--- src/arpc_pkg.sv ---
// ----------------------------------------------------------------------------
// arpc_pkg: ARP cache responder shared types
// Word formats, slot kinds, result codes and register indexes used by the
// cache cells and the top level.
// ----------------------------------------------------------------------------
`default_nettype none

package arpc_pkg;

    localparam int IP_W        = 32;
    localparam int MAC_W       = 48;
    localparam int CFG_DATA_W  = 48;
    localparam int CFG_INDEX_W = 2;

    localparam logic [15:0] HW_ETHERNET = 16'h0001;
    localparam logic [15:0] PROTO_IPV4  = 16'h0800;
    localparam logic [15:0] OP_REQUEST  = 16'h0001;
    localparam logic [1:0]  OP_REPLY    = 2'd2;

    localparam logic [MAC_W-1:0] HOST_MAC_DEFAULT = {6{8'haa}};

    typedef enum logic [1:0] {
        KIND_FREE    = 2'd0,
        KIND_DYNAMIC = 2'd1,
        KIND_STATIC  = 2'd2
    } kind_t;

    typedef enum logic [2:0] {
        ST_REPLY       = 3'd0,
        ST_BAD_HW      = 3'd1,
        ST_BAD_PROTO   = 3'd2,
        ST_NOT_FOR_US  = 3'd3,
        ST_NOT_REQUEST = 3'd4,
        ST_HIT         = 3'd5,
        ST_MISS        = 3'd6
    } status_t;

    typedef enum logic [CFG_INDEX_W-1:0] {
        CFG_OWN_IP   = 2'd0,
        CFG_OWN_MAC  = 2'd1,
        CFG_HOST_IP  = 2'd2,
        CFG_HOST_MAC = 2'd3
    } cfg_index_t;

    typedef enum logic [1:0] {
        MODE_NONE   = 2'd0,
        MODE_LEARN  = 2'd1,
        MODE_LOOKUP = 2'd2
    } mode_t;

    typedef enum logic [1:0] {
        FSM_IDLE = 2'd0,
        FSM_SCAN = 2'd1,
        FSM_HOLD = 2'd2
    } fsm_t;

    // probe word handed from cell to cell
    typedef struct packed {
        logic             valid;
        mode_t            mode;
        logic             done;
        logic [IP_W-1:0]  ip;
        logic [MAC_W-1:0] mac;
    } probe_t;

    typedef struct packed {
        logic             func;
        logic [15:0]      hw_type;
        logic [15:0]      proto_type;
        logic [15:0]      arp_op;
        logic [IP_W-1:0]  sender_ip;
        logic [MAC_W-1:0] sender_mac;
        logic [IP_W-1:0]  wanted_ip;
        logic [IP_W-1:0]  query_ip;
    } in_item_t;

    typedef struct packed {
        status_t          status;
        logic [1:0]       reply_op;
        logic [MAC_W-1:0] reply_src_mac;
        logic [IP_W-1:0]  reply_src_ip;
        logic [MAC_W-1:0] reply_dst_mac;
        logic [IP_W-1:0]  reply_dst_ip;
        logic [MAC_W-1:0] found_mac;
    } out_item_t;

endpackage

`default_nettype wire

--- src/arpc_cell.sv ---
// ----------------------------------------------------------------------------
// arpc_cell: one ARP table slot
// Holds one entry and handles the probe word passing by, then hands the
// word on to the next slot in the following cycle.
// ----------------------------------------------------------------------------
`default_nettype none

module arpc_cell #(
    parameter bit IS_HOST = 1'b0
) (
    input  wire logic                        clk,
    input  wire logic                        rst_n,
    input  wire arpc_pkg::probe_t            probe_in,
    output arpc_pkg::probe_t                 probe_out,
    input  wire logic                        load_en,
    input  wire logic [arpc_pkg::IP_W-1:0]   load_ip,
    input  wire logic [arpc_pkg::MAC_W-1:0]  load_mac
);

    logic [arpc_pkg::IP_W-1:0]  ip_reg, ip_next;
    logic [arpc_pkg::MAC_W-1:0] mac_reg, mac_next;
    arpc_pkg::kind_t            kind_reg, kind_next;
    arpc_pkg::probe_t           probe_reg, probe_next;

    logic is_free;
    logic is_hit;

    assign is_free = (kind_reg == arpc_pkg::KIND_FREE);
    assign is_hit  = !is_free && (ip_reg == probe_in.ip);

    always_comb
    begin
        ip_next    = ip_reg;
        mac_next   = mac_reg;
        kind_next  = kind_reg;
        probe_next = probe_in;
        if (probe_in.valid && !probe_in.done)
        begin
            unique case (probe_in.mode)
                arpc_pkg::MODE_LEARN:
                begin
                    if (is_free)
                    begin
                        ip_next         = probe_in.ip;
                        mac_next        = probe_in.mac;
                        kind_next       = arpc_pkg::KIND_DYNAMIC;
                        probe_next.done = 1'b1;
                    end
                    else if (is_hit)
                    begin
                        // static entries keep their MAC
                        if (kind_reg == arpc_pkg::KIND_DYNAMIC)
                            mac_next = probe_in.mac;
                        probe_next.done = 1'b1;
                    end
                end
                arpc_pkg::MODE_LOOKUP:
                begin
                    if (is_hit)
                    begin
                        probe_next.done = 1'b1;
                        probe_next.mac  = mac_reg;
                    end
                end
                default:
                begin
                end
            endcase
        end
        if (load_en)
        begin
            ip_next   = load_ip;
            mac_next  = load_mac;
            kind_next = arpc_pkg::KIND_STATIC;
        end
    end

    always_ff @(posedge clk or negedge rst_n)
    begin
        if (!rst_n)
        begin
            ip_reg    <= '0;
            mac_reg   <= IS_HOST ? arpc_pkg::HOST_MAC_DEFAULT : '0;
            kind_reg  <= IS_HOST ? arpc_pkg::KIND_STATIC : arpc_pkg::KIND_FREE;
            probe_reg <= '0;
        end
        else
        begin
            ip_reg    <= ip_next;
            mac_reg   <= mac_next;
            kind_reg  <= kind_next;
            probe_reg <= probe_next;
        end
    end

    assign probe_out = probe_reg;

endmodule

`default_nettype wire

--- config.mk ---
export PLATFORM = sky130hd
export DESIGN_NAME = arpc_cell
export DESIGN_NICKNAME = d
export VERILOG_FILES = /design/src/arpc_pkg.sv /design/src/arpc_cell.sv
export SDC_FILE = /design/constraint.sdc
export NUM_CORES = 1
export LEC_CHECK = 0
export BUFFER_PORTS_ARGS = -buffer_cell sky130_fd_sc_hd__buf_2
export CORE_ASPECT_RATIO = 1.1
export CORE_MARGIN = 2
export CORE_UTILIZATION = 24
export CTS_CLUSTER_SIZE = 14
export DETAILED_ROUTE_END_ITERATION = 10
export PLACE_DENSITY = 0.46
export SLEW_MARGIN = 0
export SYNTH_ARGS = -nofsm -noshare
export SYNTH_HDL_FRONTEND = slang
export SYNTH_SLANG_ARGS = --single-unit
export TNS_END_PERCENT = 10
--- constraint.sdc ---
create_clock -name clk -period 6.5 [get_ports clk]
set_input_delay 1.625 -clock clk [delete_from_list [all_inputs] [get_ports clk]]
set_output_delay 1.625 -clock clk [all_outputs]
set_load 0.02 [all_outputs]
==> summary.md <==
| Metric | Value |
|---|---|
| Outcome | complete, no violations |
| Most common library cell in the layout ignoring fill and taps | buf_2 |
| Peak supply drop | 0.184 mV |
| Worst skew pair latency | between 0.4 and 0.5 ns |
| Post-route ant nets | 0 |
| H-tree depth | 4 |
| Max FFs per register | 84 |
| Max Clock Skew | 0.0120 ns |
| Total GRT Usage | 0.162 |
| I/O Pins | 251 |
| Most frequent cells in the layout | buf_2, dfrtp_1, nor2_1, nand2_1, mux2_2 |
| DRT Pass-1 Iters | 6 |
| Pwr dens | 235 nW/um2 |
| Yosys warnings | 0 |
| Placer Congestion | 0.732 |
| Die W | 184 um |
| Register area | 4150 um2 |
| Max Clock Freq | 0.240 GHz |
| Register area share after synthesis | 0.486 |
| Final hold vios | 0 |
| First-pass GRT wire length | 45.9 mm |
| Total gr overflow | 0 |
| Slew margin rel. | 0.224 |
| Maximum number of pins on one net before global-route repair | 99 |
| Met1 Resource Use GR | 0.212 |
| Share of layout cells above drive strength 1 | 0.351 |
| Vias in the first global route | 7883 |
| Cts bufs inserted | 17 |
| Vias/cell | 4.94 |
| Floorplan core area | about 35000 um2 |
| MaxCap Viol Count | 0 |
| Req. time, crit path | 6.83 ns |
| FFs w/ async S/R, synth | 1.00 |
| Crit-path max FO | 44 |
| Multi-input gate area | around 4100 um2 |
| TritonCTS clock tree | done |
| Vert. Die Dim | 202 um |
| Worst-margin pin slew | 1.16 ns |
| CP Cell Sequence | buf_2 -> xor2_1 -> nor4_2 -> nand4_4 -> nor4_4 -> buf_4 -> mux2_2 |
| Die area | 37100 um2 |
| Hold buffers post-CTS | 0 |
| Starting Density | 0.243 |
| Crit path launch type | primary input |
| CP peak stage delay | 0.77 ns |
| Initial antenna violation count | 9 |
| Via count | 7628 |
| Post-Syn Area | roughly 8500 um2 |
| Hold Path Class | reg2reg |
| Starting DRT DRC Count | between 400 and 500 |
| Final Cycle Share | 0.641 |
| Post-synth EDFFs | 0 |
| Most common flop cell mapped by yosys | dfrtp_1 |
| DRC | 0 |
| GR Util met2 | 0.254 |
| Layout area overhead | 26.6% |
| Static Leak | approximately 4.9 nW |
| Wire length per cell | 19.1 um |
| Cells after Synth | about 870 |
| Final slew viol count | 0 |
| Synth unique cells | 36 |
| Fin nets | 1250 |
| Seq cells post-synth | 166 |
| Hpwl dp | 19.2 mm |
| Row cnt | 72 |
| Num Clock Sinks | approximately 170 |
| Final wirelength | 29.4 mm |
| Most Crowded Layer GR | met2 |
| Synth Net Count | 1043 |
| Final Setup Violations | 0 |
| Syn_area_per_cell | 9.78 um2 |
| Worst-path clk slew | roughly 0.070 ns |
| CTS Buffer Depth | 2 |
| Crit Path Class | in2reg |
| Critical-path top delay cell | nand4_4 |
| GRT met3 Usage | 0.0492 |
| RSZ-0062 raised after global routing | no |
| Worst Path Arrival | roughly 4.5 ns |
| Crit. End Element | flop |
| Total negative slack | 0 ns |
| Placed cells | around 1500 |
| Number of gates resized after cts | 0 |
| Fin cells | about 1500 |
| Port buffer count | 250 |
| # Post-CTS Setup Buffers | 0 |
| Fillers | 3693 |
| Min Tclk post-route | 4.17 ns |
| Root Buffer | clkbuf_16 |
[final timing paths]
| check | startpoint | to | slack [ns] | cells after the start |
|---|---|---|---|---|
| max | probe_in[75] | probe_out[15] | 2.33 | 7 |
| min | mac_reg[26] | probe_out[26] | 0.48 | 1 |
| max reg2reg | ip_reg[27] | probe_out[15] | 3.21 | 6 |
| min reg2reg | mac_reg[26] | probe_out[26] | 0.48 | 1 |
| max in group asynchronous | rst_n | mac_reg[8] | 3.90 | 2 |
| min in group asynchronous | rst_n | ip_reg[23] | 1.28 | 1 |
[cell families after synthesis]
logic type	after synthesis	synth area share
simple gates	352	0.202
buf+inv	78	0.0386
xor+xnor	32	0.0328
flops	166	0.486
fa+ha+maj	2	0.00293
compound gates	147	0.112
mux	97	0.127
[layout make-up]
type,instances,share of cell area
clock inverter,10,0.0135
tap,444,0.0513
inverter,4,0.00139
clock buffer,22,0.0438
antenna,5,0.00116
multi-input combinational,630,0.380
timing repair buffer,262,0.125
sequential,166,0.384
[worst max-delay path: cells and delay by family]
family / cells / cell delay (ns)
buffers and inverters: 2 / 0.64
xor gates and xnor gates: 1 / 0.15
and+or+nand+nor: 3 / 1.63
muxes: 1 / 0.40
[metal layers]
metal | routed length [um] | up-vias
met5 | 76 | -
met4 | 430 | 10
met3 | 2230 | 37
met2 | 13500 | 306
met1 | 13200 | 3713
li1 | - | 3562
[metrics by stage]
step	area (um2)	util	total power, mW	setup slack [ns]	hold slack (ns)
after floorplan	8550	-	1.31	3.18	0.460
after global placement	10200	0.290	1.47	1.81	0.468
after detailed placement	10200	0.290	1.47	1.82	0.476
after CTS	10800	0.308	2.59	2.30	0.482
after global routing	10800	0.308	2.66	2.13	0.498
final	10800	0.308	2.54	2.33	0.480
[cells in the mapped netlist (2+ instances only)]
master / count / share of area
dfrtp_1: 166 / 0.49
nor2_1: 127 / 0.056
nand2_1: 74 / 0.032
mux2_2: 69 / 0.091
clkbuf_1: 57 / 0.025
o21ai_0: 57 / 0.033
nor3_1: 49 / 0.029
a211oi_1: 48 / 0.042
and3_1: 42 / 0.031
nand4_1: 41 / 0.030
xor2_1: 32 / 0.033
a22oi_1: 31 / 0.027
mux2_1: 20 / 0.026
mux2i_1: 8 / 0.0094
o31ai_1: 8 / 0.0070
nor4_2: 7 / 0.010
buf_1: 6 / 0.0026
buf_2: 6 / 0.0035
buf_6: 3 / 0.0040
inv_1: 3 / 0.0013
a21oi_1: 2 / 0.0012
buf_4: 2 / 0.0018
ha_1: 2 / 0.0029
or2_2: 2 / 0.0015
[power breakdown]
group          switching [mW]  total (mW)  internal (mW)
sequential             0.0284        1.12           1.09
clock                   0.456        1.09          0.638
combinational           0.198       0.331          0.133
total                   0.682        2.54           1.86
Power figures use the tool's default switching activity.
